**src/rtl/udpk_pkg.sv**
```systemverilog
// Shared types, constants and the CRC16 byte update for the USB data packetizer.
package udpk_pkg;

   localparam logic [7:0]  SYNC_BYTE = 8'h80;
   localparam logic [7:0]  PID_DATA0 = 8'hC3;
   localparam logic [7:0]  PID_DATA1 = 8'h4B;
   localparam logic [15:0] CRC_INIT  = 16'hFFFF;
   localparam logic [15:0] CRC_POLY  = 16'hA001;

   localparam int QUEUE_DEPTH = 4;
   localparam int QPTR_W      = 2;
   localparam int QCNT_W      = 3;

   // One classified input item, as queued between front and back.
   typedef struct packed {
      logic [7:0]  data;
      logic        head;       // packet opens here: sync and PID first
      logic        pid_data1;
      logic        tail;       // packet closes here: CRC follows
      logic        last;       // message ends with this packet
      logic [15:0] crc;        // final (complemented) CRC, valid when tail
   } entry_type;

   typedef enum logic [2:0] {
      ST_START,
      ST_PID,
      ST_DATA,
      ST_CRC_LO,
      ST_CRC_HI
   } step_type;

   // Reflected CRC16 update over one byte, LSB first.
   function automatic logic [15:0] crc_feed(input logic [15:0] crc, input logic [7:0] b);
      logic [15:0] c;
      c = crc ^ {8'h00, b};
      for (int i = 0; i < 8; i++) begin
         c = c[0] ? ((c >> 1) ^ CRC_POLY) : (c >> 1);
      end
      return c;
   endfunction

endpackage

```
**src/rtl/udpk_front.sv**
```systemverilog
// Front end: accepts payload bytes, tracks packet position, PID and CRC.
module udpk_front import udpk_pkg::*; #(
   parameter int MAX_PAYLOAD = 8
) (
   input  logic      clock,
   input  logic      reset,
   input  logic      req_valid,
   output logic      req_ready,
   input  logic [7:0] req_payload_byte,
   input  logic      req_message_end,
   input  logic      q_full,
   output logic      q_push,
   output entry_type q_entry
);

   localparam int CNT_W = (MAX_PAYLOAD > 1) ? $clog2(MAX_PAYLOAD) : 1;

   logic [CNT_W-1:0] count_ff, count_in;
   logic             pid_ff, pid_in;
   logic [15:0]      crc_ff, crc_in;
   logic [15:0]      crc_next;
   logic             full;
   logic             tail;

   assign req_ready = !q_full;
   assign q_push    = req_valid && !q_full;
   assign crc_next  = crc_feed(crc_ff, req_payload_byte);
   assign full      = (count_ff == CNT_W'(MAX_PAYLOAD - 1));
   assign tail      = full || req_message_end;

   always_comb begin
      q_entry.data      = req_payload_byte;
      q_entry.head      = (count_ff == '0);
      q_entry.pid_data1 = pid_ff;
      q_entry.tail      = tail;
      q_entry.last      = req_message_end;
      q_entry.crc       = ~crc_next;

      count_in = count_ff;
      pid_in   = pid_ff;
      crc_in   = crc_ff;
      if (q_push) begin
         if (tail) begin
            count_in = '0;
            crc_in   = CRC_INIT;
            pid_in   = req_message_end ? 1'b1 : !pid_ff;
         end else begin
            count_in = count_ff + 1'b1;
            crc_in   = crc_next;
         end
      end
   end

   always_ff @(posedge clock) begin
      if (reset) begin
         count_ff <= '0;
         pid_ff   <= 1'b1;
         crc_ff   <= CRC_INIT;
      end else begin
         count_ff <= count_in;
         pid_ff   <= pid_in;
         crc_ff   <= crc_in;
      end
   end

endmodule

```
**src/rtl/udpk_queue.sv**
```systemverilog
// Small FIFO of classified items between front and back.
module udpk_queue import udpk_pkg::*; (
   input  logic      clock,
   input  logic      reset,
   input  logic      push,
   input  entry_type push_entry,
   output logic      full,
   input  logic      pop,
   output logic      valid,
   output entry_type head_entry
);

   entry_type         mem [QUEUE_DEPTH];
   logic [QPTR_W-1:0] wr_ptr_ff, wr_ptr_in;
   logic [QPTR_W-1:0] rd_ptr_ff, rd_ptr_in;
   logic [QCNT_W-1:0] count_ff, count_in;

   assign full       = (count_ff == QCNT_W'(QUEUE_DEPTH));
   assign valid      = (count_ff != '0);
   assign head_entry = mem[rd_ptr_ff];

   always_comb begin
      wr_ptr_in = push ? wr_ptr_ff + 1'b1 : wr_ptr_ff;
      rd_ptr_in = pop  ? rd_ptr_ff + 1'b1 : rd_ptr_ff;
      count_in  = count_ff;
      if (push && !pop) count_in = count_ff + 1'b1;
      else if (!push && pop) count_in = count_ff - 1'b1;
   end

   always_ff @(posedge clock) begin
      if (push) mem[wr_ptr_ff] <= push_entry;
   end

   always_ff @(posedge clock) begin
      if (reset) begin
         wr_ptr_ff <= '0;
         rd_ptr_ff <= '0;
         count_ff  <= '0;
      end else begin
         wr_ptr_ff <= wr_ptr_in;
         rd_ptr_ff <= rd_ptr_in;
         count_ff  <= count_in;
      end
   end

endmodule

```
**src/rtl/udpk_back.sv**
```systemverilog
// Back end: sequences sync, PID, payload and CRC bytes into the output register.
module udpk_back import udpk_pkg::*; (
   input  logic       clock,
   input  logic       reset,
   input  logic       q_valid,
   input  entry_type  q_entry,
   output logic       q_pop,
   output logic       rsp_valid,
   input  logic       rsp_ready,
   output logic [7:0] rsp_out_byte,
   output logic       rsp_packet_end,
   output logic       rsp_message_done,
   output logic       rsp_run_last
);

   step_type   state_ff, state_in;
   logic       out_valid_ff, out_valid_in;
   logic [7:0] byte_ff, byte_in;
   logic       pend_ff, pend_in;
   logic       mdone_ff, mdone_in;
   logic       rlast_ff, rlast_in;
   logic       advance;
   logic       entry_done;

   assign advance = q_valid && (!out_valid_ff || rsp_ready);
   assign q_pop   = advance && entry_done;

   always_comb begin
      state_in   = state_ff;
      byte_in    = q_entry.data;
      pend_in    = 1'b0;
      mdone_in   = 1'b0;
      entry_done = 1'b0;
      case (state_ff)
         ST_START: begin
            if (q_entry.head) begin
               byte_in  = SYNC_BYTE;
               state_in = ST_PID;
            end else begin
               entry_done = !q_entry.tail;
               state_in   = q_entry.tail ? ST_CRC_LO : ST_START;
            end
         end
         ST_PID: begin
            byte_in  = q_entry.pid_data1 ? PID_DATA1 : PID_DATA0;
            state_in = ST_DATA;
         end
         ST_DATA: begin
            entry_done = !q_entry.tail;
            state_in   = q_entry.tail ? ST_CRC_LO : ST_START;
         end
         ST_CRC_LO: begin
            byte_in  = q_entry.crc[7:0];
            state_in = ST_CRC_HI;
         end
         ST_CRC_HI: begin
            byte_in    = q_entry.crc[15:8];
            pend_in    = 1'b1;
            mdone_in   = q_entry.last;
            entry_done = 1'b1;
            state_in   = ST_START;
         end
         default: begin
            state_in = ST_START;
         end
      endcase
      rlast_in = entry_done;
      if (!advance) state_in = state_ff;

      out_valid_in = out_valid_ff;
      if (advance) out_valid_in = 1'b1;
      else if (rsp_ready) out_valid_in = 1'b0;
   end

   always_ff @(posedge clock) begin
      if (reset) begin
         state_ff     <= ST_START;
         out_valid_ff <= 1'b0;
      end else begin
         state_ff     <= state_in;
         out_valid_ff <= out_valid_in;
      end
   end

   always_ff @(posedge clock) begin
      if (advance) begin
         byte_ff  <= byte_in;
         pend_ff  <= pend_in;
         mdone_ff <= mdone_in;
         rlast_ff <= rlast_in;
      end
   end

   assign rsp_valid        = out_valid_ff;
   assign rsp_out_byte     = byte_ff;
   assign rsp_packet_end   = pend_ff;
   assign rsp_message_done = mdone_ff;
   assign rsp_run_last     = rlast_ff;

   // Mid-entry the item being sequenced must still sit at the queue head.
   a_entry_held: assert property (@(posedge clock) disable iff (reset)
      state_ff != ST_START |-> q_valid)
      else $error("sequencer mid-item with empty queue");

   a_mdone_on_pend: assert property (@(posedge clock) disable iff (reset)
      out_valid_ff && mdone_ff |-> pend_ff)
      else $error("message_done without packet_end");

   a_pend_is_last: assert property (@(posedge clock) disable iff (reset)
      out_valid_ff && pend_ff |-> rlast_ff)
      else $error("packet_end not on last result of its item");

   a_crc_hi_follows_lo: assert property (@(posedge clock) disable iff (reset)
      advance && state_ff == ST_CRC_LO |=> state_ff == ST_CRC_HI)
      else $error("CRC high byte did not follow low byte");

endmodule

```
**src/rtl/usb_data_packetizer_crc16.sv**
```systemverilog
// Top level of the USB data packetizer with CRC16.
//
// Takes a message as a stream of payload items (one byte plus an end
// marker) and emits USB data packets byte by byte: sync 0x80, PID
// (DATA1, DATA0, ... restarting at DATA1 for every message), up to
// MAX_PAYLOAD payload bytes, then the complemented reflected CRC16
// (poly 0xA001, init 0xFFFF), low byte first. A packet closes when full
// or on the message end, so no zero-length packet appears. The front end
// classifies each item and updates the CRC in the accept cycle; a
// four-item queue decouples it from the back end, which sends one output
// byte per cycle while the receiver is ready and the queue holds an item,
// through a registered output stage. Each item yields 1 to 5 output bytes
// (about 1.5 on average at MAX_PAYLOAD = 8), so the sustained rate is set
// by the output sequencer. An accepted item passes through the queue and
// then the output register. rsp_run_last marks the last byte caused by an
// item; rsp_packet_end and rsp_message_done sit on the CRC high byte.
module usb_data_packetizer_crc16 import udpk_pkg::*; #(
   parameter int MAX_PAYLOAD = 8
) (
   input  logic       clock,
   input  logic       reset,
   input  logic       req_valid,
   output logic       req_ready,
   input  logic [7:0] req_payload_byte,
   input  logic       req_message_end,
   output logic       rsp_valid,
   input  logic       rsp_ready,
   output logic [7:0] rsp_out_byte,
   output logic       rsp_packet_end,
   output logic       rsp_message_done,
   output logic       rsp_run_last
);

   entry_type push_entry;
   entry_type head_entry;
   logic      q_push;
   logic      q_full;
   logic      q_pop;
   logic      q_valid;

   // Front: accept, classify, CRC.
   udpk_front #(.MAX_PAYLOAD(MAX_PAYLOAD)) u_front (
      .clock            (clock),
      .reset            (reset),
      .req_valid        (req_valid),
      .req_ready        (req_ready),
      .req_payload_byte (req_payload_byte),
      .req_message_end  (req_message_end),
      .q_full           (q_full),
      .q_push           (q_push),
      .q_entry          (push_entry)
   );

   udpk_queue u_queue (
      .clock      (clock),
      .reset      (reset),
      .push       (q_push),
      .push_entry (push_entry),
      .full       (q_full),
      .pop        (q_pop),
      .valid      (q_valid),
      .head_entry (head_entry)
   );

   // Back: byte sequencer and output register.
   udpk_back u_back (
      .clock            (clock),
      .reset            (reset),
      .q_valid          (q_valid),
      .q_entry          (head_entry),
      .q_pop            (q_pop),
      .rsp_valid        (rsp_valid),
      .rsp_ready        (rsp_ready),
      .rsp_out_byte     (rsp_out_byte),
      .rsp_packet_end   (rsp_packet_end),
      .rsp_message_done (rsp_message_done),
      .rsp_run_last     (rsp_run_last)
   );

endmodule

```
**config.mk**
```make
export PLATFORM = sky130hd
export DESIGN_NAME = usb_data_packetizer_crc16
export DESIGN_NICKNAME = d
export VERILOG_FILES = /design/src/rtl/udpk_pkg.sv /design/src/rtl/udpk_front.sv /design/src/rtl/udpk_queue.sv /design/src/rtl/udpk_back.sv /design/src/rtl/usb_data_packetizer_crc16.sv
export SDC_FILE = /design/constraint.sdc
export NUM_CORES = 1
export LEC_CHECK = 0
export ABC_AREA = 0
export BUFFER_PORTS_ARGS = -buffer_cell sky130_fd_sc_hd__buf_2
export CAP_MARGIN = 10
export CORE_ASPECT_RATIO = 0.8
export CORE_UTILIZATION = 42
export DETAILED_ROUTE_END_ITERATION = 16
export GPL_ROUTABILITY_DRIVEN = 0
export PLACE_DENSITY = 0.68
export SKIP_CTS_REPAIR_TIMING = 1
export SLEW_MARGIN = 30
export SYNTH_ARGS = -nofsm -noshare
export SYNTH_HDL_FRONTEND = slang
export SYNTH_HIERARCHICAL = 1
export SYNTH_SLANG_ARGS = --single-unit
```
**constraint.sdc**
```tcl
create_clock -name clock -period 3 [get_ports clock]
set_clock_uncertainty 0.05 [all_clocks]
set_input_delay 0.3 -clock clock [delete_from_list [all_inputs] [get_ports clock]]
set_output_delay 0.3 -clock clock [all_outputs]
set_load 0.1 [all_outputs]
```
# == After elaboration in Yosys (flattened, before gate mapping) ==
# Memories as Yosys holds them, arrays and structs flattened. A register that Yosys moved wholly into a read port is not among the register bits.
# Cells that the tools add are included.
# word_totals
register_bits,42
latch_bits,0
ramBits,112
rom_bits,0
inputBits,13
n_memories,1
# memory_table
name,words,width,read_ports,rd_ports_with_merged_regs,wr,line,text
u_queue.mem,4,28,1,1,1,udpk_queue.sv:13,entry_type mem [QUEUE_DEPTH];
# op_classes
addsub,5
mul,0
n_div,0
magnitude_cmp,0
n_eq_ne,6
shifts,0
n_mux,28
bitwise_logic,10
n_reduce_logical,19
# op_table
operator,n
two-way mux 16 bit,9
case mux 8 bit (4 select lines),1
NOT 2 -> 3 bit,8
two-way mux 8 bit,2
NOT 16 bit,1
bitwise XOR 16 x 8 -> 16 bit,1
two-way mux 3 bit,4
case mux 3 bit (4 select lines),1
"== test 3 bit, second input constant",3
two-way mux 1 bit,7
"adder 3 x 1 -> 3 bit, second input constant",2
"== test 3 x 2 -> 1 bit, second input constant",2
zero test 1 bit,6
zero test 3 bit,2
two-way mux 2 bit,3
logical AND 1 bit,5
"adder 2 x 1 -> 2 bit, second input constant",2
nonzero test 2 bit,2
"== test 3 x 1 -> 1 bit, second input constant",1
case mux 1 bit (3 select lines),1
nonzero test 3 bit,1
"subtractor 3 x 1 -> 3 bit, second input constant",1
logical OR 1 bit,2
AND reduction 2 bit,1

# == Logic depth before layout (Yosys ltp) ==
# logic_depth
word_depth,18
mapped_depth,13
ltp_nobuf,11

# == By module ==
# Netlist, hierarchy kept.
# by_module_without_submodules
mod,instances,cells_per_inst,area_per_inst_um2
udpk_queue,1,190,4520.6
udpk_front,1,118,1088.5
udpk_back,1,70,815.8

# == Worst setup path after synthesis ==
# No wires, ideal clock.
# synth_path
path_kind,register to register
start,reg (tool-made name)
end,reg u_queue.count_ff[2]
arrival_ns,2.976
required_ns,2.880
setup_slack_ns,-0.096
stages_incl_launch_ff,14
path_buffers,2
period_less_slack_ns,3.096
cell_sequence,dfxtp_1 > buf_6 > buf_12 > mux4_2 > nand2b_1 > a21oi_1 > a2111oi_0 > inv_1 > ha_1 > inv_1 > fa_1 > xor2_1 > or3_1 > a21oi_1
# synth_rtl
item,line,text
end signal: assignment,udpk_queue.sv:42,count_ff <= count_in;
end: declaration,udpk_queue.sv:16,"logic [QCNT_W-1:0] count_ff, count_in;"

==> impl_metrics.env <==
export IMPL_num_rows=40
export IMPL_power_switching_uw=2620
export IMPL_grt_util_met2_pct=23.8
export IMPL_yosysSeqAreaShare_pct=67.8
export IMPL_synth_warnings=6
export IMPL_tightest_slew_ns=0.529
export IMPL_drc=0
export IMPL_synth_top_cell_by_area="edfxtp_1"
export IMPL_antenna_left=0
export IMPL_ys_ff_latch=156
export IMPL_p_seq_share_pct=41.7
export IMPL_cts_tree="yes"
export IMPL_drv_cap=0
export IMPL_drv_slew=0
export IMPL_syn_avg_cell_area_um2=17.0
export IMPL_worstSkewPairLatency_ns=0.42
export IMPL_p_sw_share_pct=34.4
export IMPL_synth_top_area_share_pct=57.5
export IMPL_syn_inst=378
export IMPL_antenna_cells=0
export IMPL_grt_pass1_vias=3234
export IMPL_multi_input_area_um2=1790
export IMPL_gr_usage_met3_pct=4.18
export IMPL_worstPathMaxFanout=3
export IMPL_crit_slowest_cell="mux4_2"
export IMPL_synth_fp_nets=400
export IMPL_synthToLayoutAreaGrowth_pct=12.2
export IMPL_io_pins=26
export IMPL_period_share_pct=93.0
export IMPL_routedWlPerCell_um=18.5
export IMPL_die_h_um=113
export IMPL_cts_made_buffers=17
export IMPL_power_density_nw_per_um2=1060
export IMPL_synthArstFlopShare_pct=0
export IMPL_drt_initial_drc_count=243
export IMPL_slew_headroom_pct=64.6
export IMPL_cts_sinks=156
export IMPL_power_internal_uw=5000
export IMPL_grt_max_degree=34
export IMPL_hold_viol=0
export IMPL_hold_ws_ns=0.0745
export IMPL_fp_dieW_um=140
export IMPL_period_minus_slack_ns=2.79
export IMPL_crit_required_ns=3.29
export IMPL_hold_path_class="in -> reg"
export IMPL_grt_util_all_layers_pct=15.5
export IMPL_path_class="reg -> reg"
export IMPL_worstPathArrival_ns=3.08
export IMPL_leakage_uw=0.00255
export IMPL_netlist_area_um2=6420
export IMPL_grt_first_pass_wirelength_um=17700
export IMPL_nFillCells=1228
export IMPL_cp_end_kind="register"
export IMPL_layout_common_cells="edfxtp_1, dfxtp_1, buf_2, nand2_1, mux4_2"
export IMPL_ys_flop_type="edfxtp_1"
export IMPL_outcome="finished, final reports clean"
export IMPL_antenna_found_initial=0
export IMPL_setup_viol=0
export IMPL_seq_area_um2=4360
export IMPL_hpwl_um=6830
export IMPL_rsz0062_at_grt="no"
export IMPL_vias=3221
export IMPL_synth_edf_count=123
export IMPL_grt_remaining_overflow=0
export IMPL_busiest_layer="met2"
export IMPL_cp_cell_sequence="mux4_2 > nand2b_1 > a21oi_1 > a2111oi_2 > inv_1 > ha_1 > inv_1 > fa_1 > xor2_1 > or3_1 > a21oi_1"
export IMPL_cts_htree_levels=4
export IMPL_fin_tns_setup_ns=0
export IMPL_drive_gt1_share_pct=22.6
export IMPL_yosys_top_cells_area="edfxtp_1, dfxtp_1, mux4_2"
export IMPL_peakVddDrop_v=0.000373
export IMPL_mostFrequentLayoutCell="edfxtp_1"
export IMPL_numPortBuffers=25
export IMPL_start_kind="register"
export IMPL_ctsRootBufferMaster="clkbuf_16"
export IMPL_initial_core_util_pct=42.9
export IMPL_clkTransAtPathRegs_ns=0.06
export IMPL_vias_per_cell=5.29
export IMPL_design_core_area_um2=15000
export IMPL_die_area_um2=15800
export IMPL_worst_path_largest_cell_delay_ns=0.51
export IMPL_use_met1_pct=20.8
export IMPL_dr_pass1_iters=4
export IMPL_p_comb_share_pct=33.1
export IMPL_nets=429
export IMPL_clockPowerShare_pct=25.2
export IMPL_wl_um=11300
export IMPL_cts_buffer_depth=2
export IMPL_yosysUniqueCellTypes=49
export IMPL_max_freq_mhz=359
-- routing by layer --
layer / vias up / wire (um)
met2: 80 / 5380
met4: 0 / 143
met3: 9 / 583
met1: 1630 / 5150
li1: 1502 / -
met5: - / 0
-- stage by stage --
stage | setup WS (ns) | instance area, um^2 | util (%) | std cells | total power [uW]
finish | 0.211 | 7210 | 48.2 | 609 | 7620
global route | 0.0241 | 7210 | 48.2 | 609 | 7970
CTS | 0.176 | 7210 | 48.2 | 609 | 7670
detailed placement | 0.198 | 6670 | 44.6 | 577 | 5750
global placement | 0.324 | 6670 | 44.6 | 577 | 5670
floorplan | 0.0284 | 6430 | - | 378 | 5240
-- worst paths after layout --
check	slack (ns)	endpoint	cells after the start	start
max	0.21	u_queue/count_ff[2]$_SDFFE_PP0P_	11	register
min	0.07	u_queue/mem[2][24]$_DFFE_PP_	1	req_payload_byte[4]
max reg2reg	0.21	u_queue/count_ff[2]$_SDFFE_PP0P_	11	register
min reg2reg	0.43	u_front/count_ff[2]$_SDFFE_PP0P_	2	u_front/count_ff[2]$_SDFFE_PP0P_
-- cell type report --
cell class	count	share of cell area, %
clock buffer	29	7.23
clock inverter	3	0.191
inverter	19	0.989
multi-input combinational	175	24.8
sequential	156	60.4
tap	189	3.28
timing repair buffer	38	3.09
-- power groups by stage --
stage | sequential, uW | combinational (uW) | clock, uW
3_3_place_gp | 3200 | 2460 | 0
6_report | 3180 | 2530 | 1920
4_1_cts | 3190 | 2530 | 1960
2_1_floorplan | 3800 | 1440 | 0
3_5_place_dp | 3230 | 2530 | 0
5_1_grt | 3230 | 2700 | 2040
-- critical path: cells and delay by family (launching register included) --
kind | cells | cell delay (ns)
buffers and inverters | 2 | 0.18
AND/OR/NAND/NOR | 2 | 0.45
multiplexers | 1 | 0.51
XOR/XNOR | 1 | 0.07
flip-flops | 1 | 0.36
AO/OA/AOI/OAI | 3 | 0.70
adder cells (fa/ha/maj) | 2 | 0.38
-- cell usage after synthesis, types with 7 or more instances --
master	number
a21oi_1	7
a221o_1	7
buf_4	11
dfxtp_1	33
edfxtp_1	123
ha_1	8
inv_1	19
mux4_1	8
mux4_2	20
nand2_1	20
nor2_1	13
o211ai_1	15
xnor2_1	17
-- logic make-up after synthesis --
kind of cell               after synthesis  share of synthesized area, %
and+or+nand+nor                         62                          4.91
muxes                                   32                          10.9
DFF                                    156                          67.8
xor gates and xnor gates                27                          4.60
adders and majority gates                9                          1.87
buffers and inverters                   47                          4.46
AOI/OAI and AO/OA                       45                          5.47
-- flip-flops by register name, indices dropped and copies added (netlist names), named ones only --
signal                   count
u_back/rsp_out_byte          8
u_front/count_ff             3
u_front/pid_ff               1
u_queue/rd_ptr_ff            2
u_queue/count_ff             3
u_queue/wr_ptr_ff            2
u_back/rsp_run_last          1
u_queue/mem                112
u_front/crc_ff              16
u_back/rsp_packet_end        1
u_back/state_ff              3
u_back/rsp_valid             1
u_back/rsp_message_done      1
(Power assumes the default switching activity.)
